**config.mk**
```make
export PLATFORM = sky130hd
export DESIGN_NAME = utf8_stream_decoder_classifier_core_flat
export DESIGN_NICKNAME = d
export VERILOG_FILES = /design/src/sv/u8dec_pkg.sv /design/src/sv/u8dec_if.sv /design/src/sv/u8dec_decode.sv /design/src/sv/utf8_stream_decoder_classifier_core.sv /design/src/flat_wrapper.sv
export SDC_FILE = /design/constraint.sdc
export NUM_CORES = 1
export LEC_CHECK = 0
export ABC_AREA = 1
export BUFFER_PORTS_ARGS = -buffer_cell sky130_fd_sc_hd__buf_2
export CELL_PAD_IN_SITES_DETAIL_PLACEMENT = 1
export CELL_PAD_IN_SITES_GLOBAL_PLACEMENT = 1
export CORE_ASPECT_RATIO = 0.75
export CORE_UTILIZATION = 42
export DETAILED_ROUTE_END_ITERATION = 10
export GPL_TIMING_DRIVEN = 0
export PLACE_DENSITY = 0.78
export SLEW_MARGIN = 20
export SYNTH_ARGS = -nofsm -noshare
export SYNTH_HDL_FRONTEND = slang
export SYNTH_SLANG_ARGS = --single-unit
export TNS_END_PERCENT = 1
```
**constraint.sdc**
```tcl
create_clock -name clock -period 2.4 [get_ports clock]
set_input_delay 0.12 -clock clock [delete_from_list [all_inputs] [get_ports clock]]
set_output_delay 0.12 -clock clock [all_outputs]
set_load 0.02 [all_outputs]
```
**src/sv/u8dec_pkg.sv**
```systemverilog
// Shared types and constants for the UTF-8 stream decoder and classifier.
`default_nettype none
package u8dec_pkg;

   localparam int unsigned ByteWidth   = 8;
   localparam int unsigned CpWidth     = 21;
   localparam int unsigned LenWidth    = 3;
   localparam int unsigned StatusWidth = 2;
   localparam int unsigned ClassWidth  = 3;
   localparam int unsigned PendWidth   = 2;

   typedef logic [ByteWidth-1:0]   byte_type;
   typedef logic [CpWidth-1:0]     cp_type;
   typedef logic [LenWidth-1:0]    len_type;
   typedef logic [StatusWidth-1:0] status_type;
   typedef logic [ClassWidth-1:0]  class_type;
   typedef logic [PendWidth-1:0]   pend_type;

   localparam status_type ST_OK         = 2'd0;
   localparam status_type ST_STRAY_CONT = 2'd1;
   localparam status_type ST_BAD_LEAD   = 2'd2;
   localparam status_type ST_BROKEN     = 2'd3;

   localparam class_type CL_OTHER = 3'd0;
   localparam class_type CL_LOWER = 3'd1;
   localparam class_type CL_UPPER = 3'd2;
   localparam class_type CL_DIGIT = 3'd3;
   localparam class_type CL_SIGN  = 3'd4;
   localparam class_type CL_SPACE = 3'd5;
   localparam class_type CL_EOL   = 3'd6;

   localparam byte_type CONT_PAYLOAD_MASK = 8'h3f;
   localparam logic [1:0] CONT_TAG        = 2'b10;

   typedef struct packed {
      cp_type   partial_value;
      pend_type bytes_pending;
      len_type  rune_total_length;
   } rune_state_type;

   typedef struct packed {
      cp_type     code_point;
      len_type    rune_bytes;
      status_type status;
      class_type  char_class;
   } result_type;

endpackage
`default_nettype wire

```
**src/sv/u8dec_if.sv**
```systemverilog
// Valid/ready channel interfaces for the byte input and the rune result.
`default_nettype none
interface u8dec_req_if;
   logic                 valid;
   logic                 ready;
   u8dec_pkg::byte_type  byte_in;

   modport source (output valid, output byte_in, input ready);
   modport sink   (input valid, input byte_in, output ready);
endinterface

interface u8dec_rsp_if;
   logic                  valid;
   logic                  ready;
   u8dec_pkg::cp_type     code_point;
   u8dec_pkg::len_type    rune_bytes;
   u8dec_pkg::status_type status;
   u8dec_pkg::class_type  char_class;

   modport source (output valid, output code_point, output rune_bytes,
                   output status, output char_class, input ready);
   modport sink   (input valid, input code_point, input rune_bytes,
                   input status, input char_class, output ready);
endinterface
`default_nettype wire

```
**src/sv/u8dec_decode.sv**
```systemverilog
// Combinational next-state and result logic for one input byte.
`default_nettype none
module u8dec_decode (
   input  wire u8dec_pkg::byte_type       byte_in,
   input  wire u8dec_pkg::rune_state_type state_cur,
   output u8dec_pkg::rune_state_type      state_nxt,
   output logic                           emit,
   output u8dec_pkg::result_type          result
);
   import u8dec_pkg::*;

   logic       is_cont;
   cp_type     shifted;
   pend_type   pend_dec;
   cp_type     cp;
   len_type    len;
   status_type st;
   class_type  cls;

   assign is_cont  = (byte_in[7:6] == CONT_TAG);
   assign shifted  = {state_cur.partial_value[CpWidth-7:0],
                      byte_in[5:0] & CONT_PAYLOAD_MASK[5:0]};
   assign pend_dec = state_cur.bytes_pending - 2'd1;

   always_comb begin
      state_nxt = state_cur;
      emit      = 1'b0;
      cp        = '0;
      len       = '0;
      st        = ST_OK;
      if (state_cur.bytes_pending != '0) begin
         if (!is_cont) begin
            state_nxt = '0;
            emit      = 1'b1;
            st        = ST_BROKEN;
         end else if (pend_dec == '0) begin
            state_nxt = '0;
            emit      = 1'b1;
            cp        = shifted;
            len       = state_cur.rune_total_length;
         end else begin
            state_nxt.partial_value = shifted;
            state_nxt.bytes_pending = pend_dec;
         end
      end else begin
         unique casez (byte_in)
            8'b0???????: begin
               emit = 1'b1;
               cp   = {{(CpWidth-ByteWidth){1'b0}}, byte_in};
               len  = 3'd1;
            end
            8'b10??????: begin
               emit = 1'b1;
               st   = ST_STRAY_CONT;
            end
            8'b110?????: begin
               state_nxt.partial_value     = {16'd0, byte_in[4:0]};
               state_nxt.bytes_pending     = 2'd1;
               state_nxt.rune_total_length = 3'd2;
            end
            8'b1110????: begin
               state_nxt.partial_value     = {17'd0, byte_in[3:0]};
               state_nxt.bytes_pending     = 2'd2;
               state_nxt.rune_total_length = 3'd3;
            end
            8'b11110???: begin
               state_nxt.partial_value     = {18'd0, byte_in[2:0]};
               state_nxt.bytes_pending     = 2'd3;
               state_nxt.rune_total_length = 3'd4;
            end
            default: begin
               emit = 1'b1;
               st   = ST_BAD_LEAD;
            end
         endcase
      end
   end

   always_comb begin
      priority if (st != ST_OK)
         cls = CL_OTHER;
      else if (cp >= 21'd97 && cp <= 21'd122)
         cls = CL_LOWER;
      else if (cp >= 21'd65 && cp <= 21'd90)
         cls = CL_UPPER;
      else if (cp >= 21'd48 && cp <= 21'd57)
         cls = CL_DIGIT;
      else if (cp >= 21'd33 && cp <= 21'd126)
         cls = CL_SIGN;
      else if (cp == 21'd32 || cp == 21'd9)
         cls = CL_SPACE;
      else if (cp == 21'd13 || cp == 21'd10)
         cls = CL_EOL;
      else
         cls = CL_OTHER;
   end

   assign result = '{code_point: cp, rune_bytes: len, status: st, char_class: cls};

endmodule
`default_nettype wire

```
**src/sv/utf8_stream_decoder_classifier_core.sv**
```systemverilog
// Bytes pass the input register, decode and classification, then the result register.
// Throughput: one byte per cycle while the result register is not stalled.
// Bytes that only extend a rune update the rune state and produce no result.
// A stalled result register holds and backpressures the input register.
// Synchronous active-high reset clears the rune state and both valid flags.
`default_nettype none
module utf8_stream_decoder_classifier_core (
   input  wire         clock,
   input  wire         reset,
   u8dec_req_if.sink   req_bus,
   u8dec_rsp_if.source rsp_bus
);
   import u8dec_pkg::*;

   logic           in_valid_ff, in_valid_in;
   byte_type       in_byte_ff, in_byte_in;
   rune_state_type state_ff, state_in;
   logic           out_valid_ff, out_valid_in;
   result_type     out_data_ff, out_data_in;

   rune_state_type dec_state;
   logic           dec_emit;
   result_type     dec_result;
   logic           advance;
   logic           in_take;

   u8dec_decode u_decode (
      .byte_in   (in_byte_ff),
      .state_cur (state_ff),
      .state_nxt (dec_state),
      .emit      (dec_emit),
      .result    (dec_result)
   );

   assign advance         = in_valid_ff && (!out_valid_ff || rsp_bus.ready);
   assign req_bus.ready   = !in_valid_ff || advance;
   assign in_take         = req_bus.valid && req_bus.ready;

   always_comb begin
      in_valid_in  = in_take || (in_valid_ff && !advance);
      in_byte_in   = in_take ? req_bus.byte_in : in_byte_ff;
      state_in     = advance ? dec_state : state_ff;
      out_valid_in = out_valid_ff && !rsp_bus.ready;
      out_data_in  = out_data_ff;
      if (advance && dec_emit) begin
         out_valid_in = 1'b1;
         out_data_in  = dec_result;
      end
   end

   always_ff @(posedge clock) begin
      if (reset) begin
         in_valid_ff  <= 1'b0;
         out_valid_ff <= 1'b0;
         state_ff     <= '0;
      end else begin
         in_valid_ff  <= in_valid_in;
         out_valid_ff <= out_valid_in;
         state_ff     <= state_in;
      end
      in_byte_ff  <= in_byte_in;
      out_data_ff <= out_data_in;
   end

   assign rsp_bus.valid      = out_valid_ff;
   assign rsp_bus.code_point = out_data_ff.code_point;
   assign rsp_bus.rune_bytes = out_data_ff.rune_bytes;
   assign rsp_bus.status     = out_data_ff.status;
   assign rsp_bus.char_class = out_data_ff.char_class;

   a_idle_state_clear: assert property (@(posedge clock) disable iff (reset)
      state_ff.bytes_pending == '0 |->
         (state_ff.partial_value == '0 && state_ff.rune_total_length == '0))
      else $error("rune state not cleared while no continuation is due");

   a_pending_below_total: assert property (@(posedge clock) disable iff (reset)
      state_ff.bytes_pending != '0 |->
         ({1'b0, state_ff.bytes_pending} < state_ff.rune_total_length &&
          state_ff.rune_total_length <= 3'd4))
      else $error("pending count inconsistent with rune length");

   a_error_zero_fields: assert property (@(posedge clock) disable iff (reset)
      (out_valid_ff && out_data_ff.status != ST_OK) |->
         (out_data_ff.code_point == '0 && out_data_ff.rune_bytes == '0 &&
          out_data_ff.char_class == CL_OTHER))
      else $error("error result carries nonzero fields");

   a_ok_length: assert property (@(posedge clock) disable iff (reset)
      (out_valid_ff && out_data_ff.status == ST_OK) |->
         (out_data_ff.rune_bytes != '0 && out_data_ff.rune_bytes <= 3'd4))
      else $error("good rune with bad length");

   a_no_overwrite: assert property (@(posedge clock) disable iff (reset)
      (out_valid_ff && !rsp_bus.ready) |=> (out_valid_ff && $stable(out_data_ff)))
      else $error("pending result overwritten");

endmodule
`default_nettype wire

```
**src/flat_wrapper.sv**
```systemverilog
// flat-port wrapper written by rule: the top's interface ports become plain ports
module utf8_stream_decoder_classifier_core_flat import u8dec_pkg::*;
  (clock, reset, req_bus_valid, req_bus_byte_in, req_bus_ready, rsp_bus_valid, rsp_bus_code_point, rsp_bus_rune_bytes, rsp_bus_status, rsp_bus_char_class, rsp_bus_ready);
  u8dec_req_if req_bus_i ();
  u8dec_rsp_if rsp_bus_i ();
  input  wire clock;
  input  wire reset;
  input wire logic [$bits(req_bus_i.valid)-1:0] req_bus_valid;
  input wire logic [$bits(req_bus_i.byte_in)-1:0] req_bus_byte_in;
  output wire logic [$bits(req_bus_i.ready)-1:0] req_bus_ready;
  output wire logic [$bits(rsp_bus_i.valid)-1:0] rsp_bus_valid;
  output wire logic [$bits(rsp_bus_i.code_point)-1:0] rsp_bus_code_point;
  output wire logic [$bits(rsp_bus_i.rune_bytes)-1:0] rsp_bus_rune_bytes;
  output wire logic [$bits(rsp_bus_i.status)-1:0] rsp_bus_status;
  output wire logic [$bits(rsp_bus_i.char_class)-1:0] rsp_bus_char_class;
  input wire logic [$bits(rsp_bus_i.ready)-1:0] rsp_bus_ready;
  assign req_bus_i.valid = req_bus_valid;
  assign req_bus_i.byte_in = req_bus_byte_in;
  assign req_bus_ready = req_bus_i.ready;
  assign rsp_bus_valid = rsp_bus_i.valid;
  assign rsp_bus_code_point = rsp_bus_i.code_point;
  assign rsp_bus_rune_bytes = rsp_bus_i.rune_bytes;
  assign rsp_bus_status = rsp_bus_i.status;
  assign rsp_bus_char_class = rsp_bus_i.char_class;
  assign rsp_bus_i.ready = rsp_bus_ready;
  utf8_stream_decoder_classifier_core u_core (.clock(clock), .reset(reset), .req_bus(req_bus_i), .rsp_bus(rsp_bus_i));
endmodule
```
==> results.yml <==
outcome:
  status: "finished clean"
floorplan:
  initial_core_util: 0.434
  core_um2: 6800
  rows: 26
  die_w_um: 98.8
  die_area_um2: 7380
  die_height_um: 74.6
  io-pin-count: 43
sta:
  finalCritPeriodShare: 0.966
  drv_slew: 0
  fmax_mhz: 431
  period_needed_ns: 2.32
  hold_slack_ns: 0.0349
  finalClockSkew_ns: 0.00902
  fin_setup_tns_ns: 0
  fin_ws_ns: 0.0815
  hold_viol: 0
  finalSetupViolCount: 0
  timing.slew.headroom: 0.585
  tightest_slew_ns: 0.621
  rsz0062_at_grt: "true"
layout:
  area_growth_pct: 21.4
  multi_input_area_um2: 1200
  layout-drive-gt1-share: 0.221
  fin_area_um2: 3590
  diodes: 0
  nets: 435
  nFillCells: 843
  regArea_um2: 1550
synth:
  ys_seq_area_frac: 0.525
  syn-cell-area_um2: 2950
  synthSimpleGateAreaFrac: 0.285
  synth_top_family_by_area: "simple AND/OR/NAND/NOR gates"
  yosys_warnings: 0
  synthMuxAreaShare: 0
  syn_avg_cell_area_um2: 8.23
  synth.distinct_cells: 30
  synth_nets: 374
  synth_area_leaders: "edfxtp_1 (38%), dfxtp_1 (15%), nand2_1 (11%)"
  synth_seq_cells: 59
  yosysTopAreaCell: "edfxtp_1"
  synth_compound_area_frac: 0.0953
  syn_inst: 359
  synth_fa_ha_area_frac: 0.0127
  synth_top_area_share: 0.376
  synth-xor-area-share: 0
power:
  p_total_mw: 2.36
  switching_share: 0.276
  seq_power_share: 0.491
  power.clock.fraction: 0.364
  internal_power_mw: 1.71
  switchingPower_mw: 0.652
  power_density_nw_per_um2: 658
  p_comb_frac: 0.145
  p_leak_nw: 1.61
  ir_drop_uv: 468
worst_setup_path:
  rr_worst_depth: 13
  critPathMostFrequentCell: "nor2_1"
  critPathTopFamily: "simple AND/OR/NAND/NOR gates"
  cp.arrival_ns: 2.42
  slowest_delay_ns: 0.30
  r2r_setup_slack_ns: 0.08
  cp_slowest_cell: "dfxtp_1"
  cp.required_ns: 2.50
  cp.depth: 13
  cp-start-kind: "flip-flop"
  crit_buf_inv: 4
  crit_type: "reg2reg"
  path_cells: "inv_1 -> ha_2 -> buf_4 -> nand4_1 -> buf_4 -> a21oi_4 -> nand2_1 -> nor2_1 -> o21ai_2 -> nor2_1 -> inv_1 -> nand3_1 -> nor2_1"
  timing.rr.end: "u_core.rsp_bus.char_class[2]"
  path_max_fanout: 10
  setup.worst_path.end_class: "flip-flop"
  r2r_start: "u_core.state_ff[4]"
place:
  place.gp.congestion: 0.836
  dp_hpwl_um: 5470
  port_buffers: 41
  place_area_um2: 3260
  dp_slack_ns: -0.263
drt:
  vias: 2605
  totalWireLength_um: 7670
  drtIter0Drc: 103
  drc_errors: 0
  ant_nets: 0
  drt_pass1_iterations: 4
  vias_per_cell: 5.12
  wl_per_cell_um: 15.1
global_routing:
  grt_use_total: 0.222
  grt_max_degree: 30
  grt_pass1_wl_um: 12400
  overflow: 0
  grt_pass1_vias: 2475
  antenna_found_initial: 0
worst_hold_path:
  hold_end: "u_core.in_valid_ff"
  hold_path_depth: 3
  min_path_type: "in2reg"
  hold_start: "req_bus_valid"
clock_tree:
  clockRootBuffer: "clkbuf_8"
  cts_tree: "built"
  cts_buffers: 9
  cts.sinks: 59
  clock_latency_ns: 0.34
  htreeDepth: 3
  clk_pin_slew_ns: 0.07
  clock_path_buffers: 2
flow_run:
  max_cap_viol_count: 0
[layer usage]
| metal | wire (µm) | up-vias | GRT usage |
|---|---|---|---|
| li1 | - | 1300 | - |
| met1 | 3750 | 1242 | 0.297 |
| met2 | 3560 | 56 | 0.358 |
| met3 | 278 | 7 | 0.0585 |
| met4 | 73 | 0 | 0.0713 |
| met5 | 0 | - | 0 |
[through the flow]
| stage | utilization | instances |
|---|---|---|
| final | 0.528 | 509 |
| after global routing | 0.528 | 509 |
| after CTS | 0.522 | 508 |
| after detailed placement | 0.480 | 484 |
| after global placement | 0.480 | 484 |
| after floorplan | - | 359 |
[cell type report]
cell class                      count  area share
Buffer                             11      0.0192
Clock buffer                       10      0.0356
Clock inverter                      6      0.0160
Inverter                           48      0.0513
Multi-Input combinational cell    241       0.334
Sequential cell                    59       0.433
Tap cell                           84      0.0293
Timing Repair Buffer               50      0.0816
[synthesized netlist by cell type (all sizes together)]
library cell,count
nand2,96
inv,48
nor2,45
edfxtp,37
nand3,31
a21oi,26
dfxtp,22
o21ai,14
buf,7
nor3,7
a22oi,5
clkbuf,4
nand3b,4
nand4,4
ha,3
a211oi,2
nor4,1
o21a,1
o22ai,1
or2,1
[cells by family (layout without fill, tap and decap cells)]
kind of cell | count (synthesis) | in the layout
buf+inv | 59 | 125
compound gates | 49 | 49
fa+ha+maj | 3 | 3
simple gates | 189 | 189
flops | 59 | 59
[worst max path at each step]
stage                             from                             to  slack, ns
finish              u_core.state_ff[4]   u_core.rsp_bus.char_class[2]       0.08
global route        u_core.state_ff[4]   u_core.rsp_bus.char_class[2]      -0.08
CTS                 u_core.state_ff[4]   u_core.rsp_bus.char_class[2]      -0.01
detailed placement  u_core.state_ff[3]  u_core.rsp_bus.code_point[13]      -0.26
global placement    u_core.state_ff[3]  u_core.rsp_bus.code_point[12]      -0.21
floorplan           u_core.state_ff[3]   u_core.rsp_bus.char_class[0]       0.28
[registers in the layout, indices dropped and copies added, names as in the netlist]
signal	count
u_core.in_byte_ff	8
u_core.state_ff	20
u_core.rsp_bus.valid	1
u_core.in_valid_ff	1
u_core.rsp_bus.rune_bytes	3
u_core.rsp_bus.code_point	21
u_core.rsp_bus.char_class	3
u_core.rsp_bus.status	2
[power groups by stage]
stage                     logic (mW)  registers, mW  clock network, mW
after floorplan                0.186           1.21                  0
after global placement         0.308           1.18                  0
after detailed placement       0.316           1.18                  0
after CTS                      0.334           1.16              0.885
after global routing           0.377           1.16              0.924
final                          0.342           1.16              0.860
[what timing repair did]
item / 4_1_cts / 5_1_grt
gates cloned: 0 / 0
endpoints found under the hold margin: 8 / 0
pin swaps: 1 / 1
hold buffers: 8 / 0
endpoints found under the setup margin: 30 / 32
gates resized for setup: 4 / 13
setup buffers: 0 / 1
[cells in the final DEF (no fill, tap or decap), types with 10 or more instances in the layout]
| master | count |
|---|---|
| dfxtp_1 | 22 |
| nor2_1 | 38 |
| edfxtp_1 | 37 |
| nand2_1 | 86 |
| inv_1 | 44 |
| nand3_1 | 30 |
| buf_2 | 42 |
| nand2_2 | 10 |
| a21oi_1 | 24 |
[worst reg2reg max path: cells and delay by family (launching register included)]
kind	cells	cell delay, ns
AO/OA/AOI/OAI	2	0.31
buffers and inverters	4	0.55
adder cells (fa/ha/maj)	1	0.24
flip-flops	1	0.30
AND/OR/NAND/NOR	6	0.67
(Power assumes the default switching activity.)
